--- config.mk ---
export PLATFORM = sky130hd
export DESIGN_NAME = fixed_width_number_to_ascii_core_flat
export DESIGN_NICKNAME = d
export VERILOG_FILES = /design/src/rtl/core/fwna_pkg.sv /design/src/rtl/core/fwna_if.sv /design/src/rtl/core/fwna_ctrl.sv /design/src/rtl/core/fwna_dp.sv /design/src/rtl/core/fixed_width_number_to_ascii_core.sv /design/src/flat_wrapper.sv
export SDC_FILE = /design/constraint.sdc
export NUM_CORES = 1
export LEC_CHECK = 0
export ABC_AREA = 1
export BUFFER_PORTS_ARGS = -buffer_cell sky130_fd_sc_hd__buf_2
export CAP_MARGIN = 40
export CORE_ASPECT_RATIO = 0.8
export CORE_MARGIN = 3
export CORE_UTILIZATION = 50
export DETAILED_ROUTE_END_ITERATION = 7
export GPL_TIMING_DRIVEN = 0
export PLACE_DENSITY = 0.67
export SLEW_MARGIN = 20
export SYNTH_ARGS = -nofsm -noshare
export SYNTH_HDL_FRONTEND = slang
export SYNTH_SLANG_ARGS = --single-unit
--- constraint.sdc ---
create_clock -name clk -period 2.3 [get_ports clk]
set_input_delay 0.115 -clock clk [delete_from_list [all_inputs] [get_ports clk]]
set_output_delay 0.115 -clock clk [all_outputs]
set_load 0.02 [all_outputs]
--- src/rtl/core/fwna_pkg.sv ---
`timescale 1ns / 1ps
// ---------------------------------------------------------------------------
// fwna_pkg: shared types and constants
// Mode codes, character codes, digit limits and the controller/datapath
// command and status bundles of the number-to-ASCII converter.
// ---------------------------------------------------------------------------
package fwna_pkg;

    typedef enum logic [1:0] {
        OP_UDEC = 2'd0,
        OP_SDEC = 2'd1,
        OP_HEX  = 2'd2,
        OP_BIN  = 2'd3
    } op_t;

    localparam int OP_W    = 2;
    localparam int IN_W    = 32;  // width of the value field
    localparam int COUNT_W = 6;
    localparam int IDX_W   = 5;
    localparam int CHAR_W  = 7;
    localparam int EXT_W   = 64;  // width of the zero-extended magnitude used for digit selection

    localparam int DEC_DIGITS = 10;

    localparam logic [COUNT_W-1:0] MAX_DEC = 6'd10;
    localparam logic [COUNT_W-1:0] MAX_HEX = 6'd8;
    localparam logic [COUNT_W-1:0] MAX_BIN = 6'd32;

    localparam logic [CHAR_W-1:0] CH_ZERO  = 7'h30;
    localparam logic [CHAR_W-1:0] CH_A     = 7'h41;
    localparam logic [CHAR_W-1:0] CH_PLUS  = 7'h2B;
    localparam logic [CHAR_W-1:0] CH_MINUS = 7'h2D;

    typedef struct packed {
        logic load;
        logic shift;
        logic emit_sign;
        logic emit_digit;
    } fwna_cmd_t;

    typedef struct packed {
        logic is_dec;
        logic is_signed;
        logic count_zero;
        logic bits_last;
        logic digit_last;
        logic out_free;
    } fwna_status_t;

endpackage

--- src/rtl/core/fwna_if.sv ---
`timescale 1ns / 1ps
// ---------------------------------------------------------------------------
// fwna_if: stream channels
// Input channel (mode, value, digit count) and output channel (character,
// column offset, last marker), each with valid/ready.
// ---------------------------------------------------------------------------
interface fwna_in_if;
    logic        valid;
    logic        ready;
    logic [1:0]  op;
    logic [31:0] value;
    logic [5:0]  digit_count;

    modport source (output valid, output op, output value, output digit_count,
                    input ready);
    modport sink   (input valid, input op, input value, input digit_count,
                    output ready);
endinterface

interface fwna_out_if;
    logic       valid;
    logic       ready;
    logic [6:0] char_code;
    logic [5:0] position;
    logic       last;

    modport source (output valid, output char_code, output position, output last,
                    input ready);
    modport sink   (input valid, input char_code, input position, input last,
                    output ready);
endinterface

--- src/rtl/core/fwna_ctrl.sv ---
`timescale 1ns / 1ps
// ---------------------------------------------------------------------------
// fwna_ctrl: conversion sequencer
// Takes one number at a time, runs the decimal conversion (decimal modes only),
// then steps the sign (signed decimal only) and the digits into the output register.
// ---------------------------------------------------------------------------
module fwna_ctrl (
    input  logic                  clk,
    input  logic                  rst_n,
    input  logic                  in_valid,
    output logic                  in_ready,
    output fwna_pkg::fwna_cmd_t    cmd,
    input  fwna_pkg::fwna_status_t status
);
    import fwna_pkg::*;

    typedef enum logic [3:0] {
        S_IDLE  = 4'b0001,
        S_CONV  = 4'b0010,
        S_SIGN  = 4'b0100,
        S_DIGIT = 4'b1000
    } state_t;

    state_t state_reg;
    state_t state_next;
    state_t after_conv;

    assign in_ready   = (state_reg == S_IDLE);
    assign after_conv = status.count_zero ? S_IDLE : S_DIGIT;

    always_comb
    begin
        state_next = state_reg;
        cmd        = '0;
        unique case (state_reg)
            S_IDLE:
            begin
                if (in_valid)
                begin
                    cmd.load   = 1'b1;
                    state_next = S_CONV;
                end
            end
            S_CONV:
            begin
                if (!status.is_dec)
                begin
                    state_next = after_conv;
                end
                else
                begin
                    cmd.shift = 1'b1;
                    if (status.bits_last)
                    begin
                        state_next = status.is_signed ? S_SIGN : after_conv;
                    end
                end
            end
            S_SIGN:
            begin
                if (status.out_free)
                begin
                    cmd.emit_sign = 1'b1;
                    state_next    = after_conv;
                end
            end
            S_DIGIT:
            begin
                if (status.out_free)
                begin
                    cmd.emit_digit = 1'b1;
                    if (status.digit_last)
                    begin
                        state_next = S_IDLE;
                    end
                end
            end
            default:
            begin
                state_next = S_IDLE;
            end
        endcase
    end

    always_ff @(posedge clk or negedge rst_n)
    begin
        if (!rst_n)
        begin
            state_reg <= S_IDLE;
        end
        else
        begin
            state_reg <= state_next;
        end
    end

endmodule

--- src/rtl/core/fwna_dp.sv ---
`timescale 1ns / 1ps
// ---------------------------------------------------------------------------
// fwna_dp: conversion datapath
// Magnitude and BCD shift-add-3 registers, digit index and column counters,
// digit selection and the output character register.
// ---------------------------------------------------------------------------
module fwna_dp #(
    parameter int VALUE_WIDTH = 32
) (
    input  logic                          clk,
    input  logic                          rst_n,
    input  fwna_pkg::fwna_cmd_t            cmd,
    output fwna_pkg::fwna_status_t         status,
    input  logic [fwna_pkg::OP_W-1:0]     op,
    input  logic [fwna_pkg::IN_W-1:0]     value,
    input  logic [fwna_pkg::COUNT_W-1:0]  digit_count,
    output logic                          out_valid,
    input  logic                          out_ready,
    output logic [fwna_pkg::CHAR_W-1:0]   char_code,
    output logic [fwna_pkg::COUNT_W-1:0]  position,
    output logic                          last
);
    import fwna_pkg::*;

    localparam int BCNT_W = $clog2(VALUE_WIDTH + 1);

    op_t                         op_reg;
    logic [COUNT_W-1:0]          count_reg;
    logic                        neg_reg;
    logic [VALUE_WIDTH-1:0]      mag_reg;
    logic [DEC_DIGITS-1:0][3:0]  bcd_reg;
    logic [BCNT_W-1:0]           bit_cnt_reg;
    logic [IDX_W-1:0]            idx_reg;
    logic [COUNT_W-1:0]          pos_reg;
    logic                        valid_reg;
    logic [CHAR_W-1:0]           char_reg;
    logic [COUNT_W-1:0]          position_reg;
    logic                        last_reg;

    op_t                         op_in;
    logic [VALUE_WIDTH-1:0]      v_in;
    logic                        neg_in;
    logic [COUNT_W-1:0]          max_in;
    logic [COUNT_W-1:0]          count_sat;
    logic [DEC_DIGITS-1:0][3:0]  bcd_adj;
    logic [EXT_W-1:0]            mag_ext;
    logic [3:0]                  digit;
    logic [CHAR_W-1:0]           digit_char;

    always_comb
    begin
        op_in  = op_t'(op);
        v_in   = VALUE_WIDTH'(value);
        neg_in = (op_in == OP_SDEC) && v_in[VALUE_WIDTH-1];
        case (op_in)
            OP_HEX:  max_in = MAX_HEX;
            OP_BIN:  max_in = MAX_BIN;
            default: max_in = MAX_DEC;
        endcase
        count_sat = (digit_count > max_in) ? max_in : digit_count;
    end

    // add 3 to every BCD digit of five or more before the shift
    always_comb
    begin
        for (int k = 0; k < DEC_DIGITS; k++)
        begin
            bcd_adj[k] = (bcd_reg[k] >= 4'd5) ? bcd_reg[k] + 4'd3 : bcd_reg[k];
        end
    end

    always_comb
    begin
        mag_ext = EXT_W'(mag_reg);
        case (op_reg)
            OP_HEX:  digit = mag_ext[{1'b0, idx_reg[2:0], 2'b00} +: 4];
            OP_BIN:  digit = {3'b000, mag_ext[{1'b0, idx_reg}]};
            default: digit = bcd_reg[idx_reg[3:0]];
        endcase
        digit_char = (digit < 4'd10) ? CH_ZERO + CHAR_W'(digit)
                                     : CH_A + CHAR_W'(digit - 4'd10);
    end

    assign status.is_dec     = (op_reg == OP_UDEC) || (op_reg == OP_SDEC);
    assign status.is_signed  = (op_reg == OP_SDEC);
    assign status.count_zero = (count_reg == '0);
    assign status.bits_last  = (bit_cnt_reg == BCNT_W'(1));
    assign status.digit_last = (idx_reg == '0);
    assign status.out_free   = !valid_reg || out_ready;

    always_ff @(posedge clk)
    begin
        if (cmd.load)
        begin
            op_reg      <= op_in;
            count_reg   <= count_sat;
            neg_reg     <= neg_in;
            mag_reg     <= neg_in ? (~v_in + VALUE_WIDTH'(1)) : v_in;
            bcd_reg     <= '0;
            bit_cnt_reg <= BCNT_W'(VALUE_WIDTH);
            idx_reg     <= IDX_W'(count_sat - COUNT_W'(1));
            pos_reg     <= (op_in == OP_SDEC) ? COUNT_W'(1) : '0;
        end
        else if (cmd.shift)
        begin
            // drop the carry out of the top digit: only the low digits are kept
            bcd_reg     <= {bcd_adj[DEC_DIGITS-1][2:0], bcd_adj[DEC_DIGITS-2:0],
                            mag_reg[VALUE_WIDTH-1]};
            mag_reg     <= {mag_reg[VALUE_WIDTH-2:0], 1'b0};
            bit_cnt_reg <= bit_cnt_reg - BCNT_W'(1);
        end
        else if (cmd.emit_digit)
        begin
            idx_reg <= idx_reg - IDX_W'(1);
            pos_reg <= pos_reg + COUNT_W'(1);
        end

        if (cmd.emit_sign)
        begin
            char_reg     <= neg_reg ? CH_MINUS : CH_PLUS;
            position_reg <= '0;
            last_reg     <= (count_reg == '0);
        end
        else if (cmd.emit_digit)
        begin
            char_reg     <= digit_char;
            position_reg <= pos_reg;
            last_reg     <= (idx_reg == '0);
        end
    end

    always_ff @(posedge clk or negedge rst_n)
    begin
        if (!rst_n)
        begin
            valid_reg <= 1'b0;
        end
        else if (cmd.emit_sign || cmd.emit_digit)
        begin
            valid_reg <= 1'b1;
        end
        else if (out_ready)
        begin
            // drop the character once its transfer completes
            valid_reg <= 1'b0;
        end
    end

    assign out_valid = valid_reg;
    assign char_code = char_reg;
    assign position  = position_reg;
    assign last      = last_reg;

endmodule

--- src/rtl/core/fixed_width_number_to_ascii_core.sv ---
`timescale 1ns / 1ps
// Sequence: after acceptance the value is loaded, converted (decimal only: one BCD
// shift-add-3 step per bit), then the sign and the digits are registered for output.
// Input: a new number is taken only while the sequencer is idle, so not before the
// previous one is fully issued; characters leave at one per cycle while taken.
// Reset: asynchronous, active low; clears the sequencer and the output valid.
// ---------------------------------------------------------------------------
// fixed_width_number_to_ascii_core: number to fixed-width ASCII digits
// Emits the sign (signed decimal) and the low digit_count digits of a value,
// most significant first, with column offset and last marker.
// ---------------------------------------------------------------------------
module fixed_width_number_to_ascii_core #(
    parameter int VALUE_WIDTH = 32
) (
    input  logic       clk,
    input  logic       rst_n,
    fwna_in_if.sink    in_ch,
    fwna_out_if.source out_ch
);
    import fwna_pkg::*;

    fwna_cmd_t    cmd;
    fwna_status_t status;

    fwna_ctrl u_ctrl (
        .clk      (clk),
        .rst_n    (rst_n),
        .in_valid (in_ch.valid),
        .in_ready (in_ch.ready),
        .cmd      (cmd),
        .status   (status)
    );

    fwna_dp #(
        .VALUE_WIDTH (VALUE_WIDTH)
    ) u_dp (
        .clk         (clk),
        .rst_n       (rst_n),
        .cmd         (cmd),
        .status      (status),
        .op          (in_ch.op),
        .value       (in_ch.value),
        .digit_count (in_ch.digit_count),
        .out_valid   (out_ch.valid),
        .out_ready   (out_ch.ready),
        .char_code   (out_ch.char_code),
        .position    (out_ch.position),
        .last        (out_ch.last)
    );

endmodule

--- src/flat_wrapper.sv ---
// flat-port wrapper written by rule: the top's interface ports become plain ports
module fixed_width_number_to_ascii_core_flat import fwna_pkg::*;
#(
    parameter int VALUE_WIDTH = 32
)
  (clk, rst_n, in_ch_valid, in_ch_op, in_ch_value, in_ch_digit_count, in_ch_ready, out_ch_valid, out_ch_char_code, out_ch_position, out_ch_last, out_ch_ready);
  fwna_in_if in_ch_i ();
  fwna_out_if out_ch_i ();
  input  logic clk;
  input  logic rst_n;
  input wire logic [$bits(in_ch_i.valid)-1:0] in_ch_valid;
  input wire logic [$bits(in_ch_i.op)-1:0] in_ch_op;
  input wire logic [$bits(in_ch_i.value)-1:0] in_ch_value;
  input wire logic [$bits(in_ch_i.digit_count)-1:0] in_ch_digit_count;
  output wire logic [$bits(in_ch_i.ready)-1:0] in_ch_ready;
  output wire logic [$bits(out_ch_i.valid)-1:0] out_ch_valid;
  output wire logic [$bits(out_ch_i.char_code)-1:0] out_ch_char_code;
  output wire logic [$bits(out_ch_i.position)-1:0] out_ch_position;
  output wire logic [$bits(out_ch_i.last)-1:0] out_ch_last;
  input wire logic [$bits(out_ch_i.ready)-1:0] out_ch_ready;
  assign in_ch_i.valid = in_ch_valid;
  assign in_ch_i.op = in_ch_op;
  assign in_ch_i.value = in_ch_value;
  assign in_ch_i.digit_count = in_ch_digit_count;
  assign in_ch_ready = in_ch_i.ready;
  assign out_ch_valid = out_ch_i.valid;
  assign out_ch_char_code = out_ch_i.char_code;
  assign out_ch_position = out_ch_i.position;
  assign out_ch_last = out_ch_i.last;
  assign out_ch_i.ready = out_ch_ready;
  fixed_width_number_to_ascii_core #(.VALUE_WIDTH(VALUE_WIDTH)) u_core (.clk(clk), .rst_n(rst_n), .in_ch(in_ch_i), .out_ch(out_ch_i));
endmodule
==> qor.yml <==
route:
  post_drt_wl_per_cell_um: 16.1
  first_iter_violations: 634
  vias: 7161
  avgViaCountPerCell: 5.53
  drt_first_pass_iters: 5
  ant_nets: 0
  drc: 0
  drt-total-wl_um: 20900
timing:
  fin_ws_ns: -0.170
  slew-limit-headroom_pct: 52.9
  timing.final.crit_share_pct: 107
  setup_viol: 7
  hold_viol: 0
  whs_ns: 0.0134
  drv_slew: 0
  final.setup.tns_ns: -0.696
  min_period_ns: 2.47
  max_slew.worst_pin.slew_ns: 0.706
  max_freq_mhz: 405
  rsz0062_at_grt: "true"
  fin_skew_ns: 0.00683
clock_tree:
  htree_num_levels: 4
  cts_tree: "built"
  numCtsBuffers: 17
  clk_pin_slew_ns: 0.05
  cts_sinks: 117
  cts_buffer_depth: 2
  clk_latency_ns: 0.42
  root_buffer: "clkbuf_16"
logic_synthesis:
  synth-seq-cells: 117
  synth_top_cell_by_area: "edfxtp_1"
  ys.flop_type: "edfxtp_1"
  netlist.area_leader.share_pct: 24.4
  synth_cells: 981
  synth_edf_count: 60
  yosysWarnings: 0
  yosysSeqAreaShare_pct: 40.1
  yosys.cell_types.count: 51
  synth_nets: 1057
  syn_area_per_cell_um2: 7.54
  async_reset_ff_share_pct: 4.27
  synth_area_leaders: "edfxtp_1, dfxtp_1, nand2_1"
  syn_area_mm2: 0.00740
status:
  violations: "setup timing"
  status: "finished, violations left"
worst_hold_path:
  hp-start: "in_ch_digit_count[3]"
  holdPathStages: 3
  hold_end: "u_core.u_dp.count_reg[3]"
  hp-class: "primary input to flop"
worst_setup_path:
  path_cells: "inv_2 > nand2_4 > inv_2 > nand2_1 > a31oi_2 > a21oi_4 > buf_6 > ha_4 > inv_2 > nand3_2 > inv_1 > nand3_1 > nand3_1 > nand2_1 > inv_1"
  crit_path_frequent_cell: "inv_2"
  cpMaxStageDelayCell: "edfxtp_1"
  rrSetupSlack_ns: -0.17
  crit_fanout: 7
  path_buf_inv: 6
  r2r-start: "u_core.u_dp.idx_reg[2]"
  required_ns: 2.48
  cpLargestDelayFamily: "buffers and inverters"
  rr_worst_depth: 15
  cp.arrival_ns: 2.65
  start_kind: "flop"
  end_kind: "flop"
  worstSetupPathType: "flop to flop"
  r2r_end: "u_core.u_dp.char_code[4]"
  cpPeakStageDelay_ns: 0.48
floorplanning:
  die_w_um: 142
  core_region_area_mm2: 0.0144
  row_count: 39
  dieArea_mm2: 0.0163
  initial_core_util_pct: 51.4
  ioPinCount: 60
  die_h_um: 115
layout:
  final_cells: 1295
  final_cell_mix: "nand2_1, inv_1, o21ai_0"
  area_growth_pct: 24.8
  fillers: 1258
  fin_util_pct: 64.2
  layout_commonest_cell: "nand2_1"
  design_area_mm2: 0.00924
  nNetsFinal: 1174
  drive_gt1_share_pct: 20.0
  largest_reg_flops: 40
  diodes: 0
global_routing:
  track_usage_pct: 25.4
  grt_pass1_wl_um: 32600
  grt_pass1_vias: 6418
  grt_antenna_before_repair: 0
  grt_overflow: 0
  grt_max_degree: 34
power:
  ir_worst_vdd_v: 0.000666
  p_leak_nw: 3.94
  p_per_area_mw_per_mm2: 1250
  power_mw: 11.6
placement:
  dp_slack_ns: -0.383
  dp_hpwl_um: 14500
  place.gp.congestion: 0.935
  io_buffers: 59
  place_area_mm2: 0.00794
  place_inst: 1225
flow_run:
  max_cap_viol_count: 0
-- cell usage after synthesis, types with 3 or more instances --
cell type  number
dfrtp_1         4
nor2_1         58
clkbuf_1       12
a21oi_1        79
o32ai_1         9
o21ai_0       123
ha_1           32
nor2_2          4
buf_6           6
nand4_1         4
nor3_2          3
inv_2           6
xnor2_1         4
nor3_1         10
o21ai_1        13
nand3_1        83
inv_1         118
nand2_1       206
or2_2           5
a21oi_2         3
xor2_1         32
dfxtp_1        52
edfxtp_1       60
buf_2          14
o211ai_1        8
-- what timing repair did --
item | 4_1_cts | 5_1_grt
buffers inserted | 19 | 13
resized for setup | 67 | 29
pin swaps | 18 | 16
hold buffers | 4 | 0
endpoints found under the setup margin | 29 | 72
gates cloned | 2 | 1
endpoints found under the hold margin | 8 | 0
-- routing by layer --
layer  vias up  GRT usage [%]  part of all wire [%]
met4         0           8.89                   1.8
li1       3554              -                     -
met2       290           36.8                    43
met3        30           5.57                   7.4
met5         -              0                     0
met1      3287           37.4                    48
-- worst max-delay path by stage --
stage                          endpoint  cells after the start                   start
5_1_grt        u_core.u_dp.char_code[4]                     16  u_core.u_dp.idx_reg[0]
3_5_place_dp   u_core.u_dp.char_code[4]                     18  u_core.u_dp.idx_reg[0]
3_3_place_gp   u_core.u_dp.char_code[4]                     15  u_core.u_dp.idx_reg[1]
6_report       u_core.u_dp.char_code[4]                     15  u_core.u_dp.idx_reg[2]
4_1_cts        u_core.u_dp.char_code[2]                     15  u_core.u_dp.idx_reg[1]
2_1_floorplan  u_core.u_dp.char_code[4]                     18  u_core.u_dp.idx_reg[0]
-- power breakdown --
part           internal (mW)  leakage [nW]  total (mW)  switching (mW)
sequential              3.02          1.05        3.41           0.388
clock                   1.75         0.304        2.69           0.937
combinational           2.16          2.59        5.47            3.31
total                   6.93          3.94        11.6            4.64
-- cells by family after synthesis --
kind of cell             share of synthesized area, %
AND/OR/NAND/NOR                                  22.6
AO/OA/AOI/OAI                                    18.4
buffers and inverters                            9.22
flip-flops                                       40.1
XOR/XNOR                                         4.26
adder cells (fa/ha/maj)                          5.41
-- layout make-up --
cell class	instances	area [um^2]	share of cell area, %
buffer	34	259	2.80
clock buffer	24	546	5.91
clock inverter	8	62.6	0.677
inverter	127	487	5.27
multi-input combinational	702	4000	43.3
sequential	117	2970	32.1
tap	184	230	2.49
timing repair buffer	99	684	7.41
-- tightest hold or removal path: stages --
cell and delay, ns:
buf_2 0.09, nand2_1 0.06, nand2_1 0.06
Power figures use the tool's default switching activity.
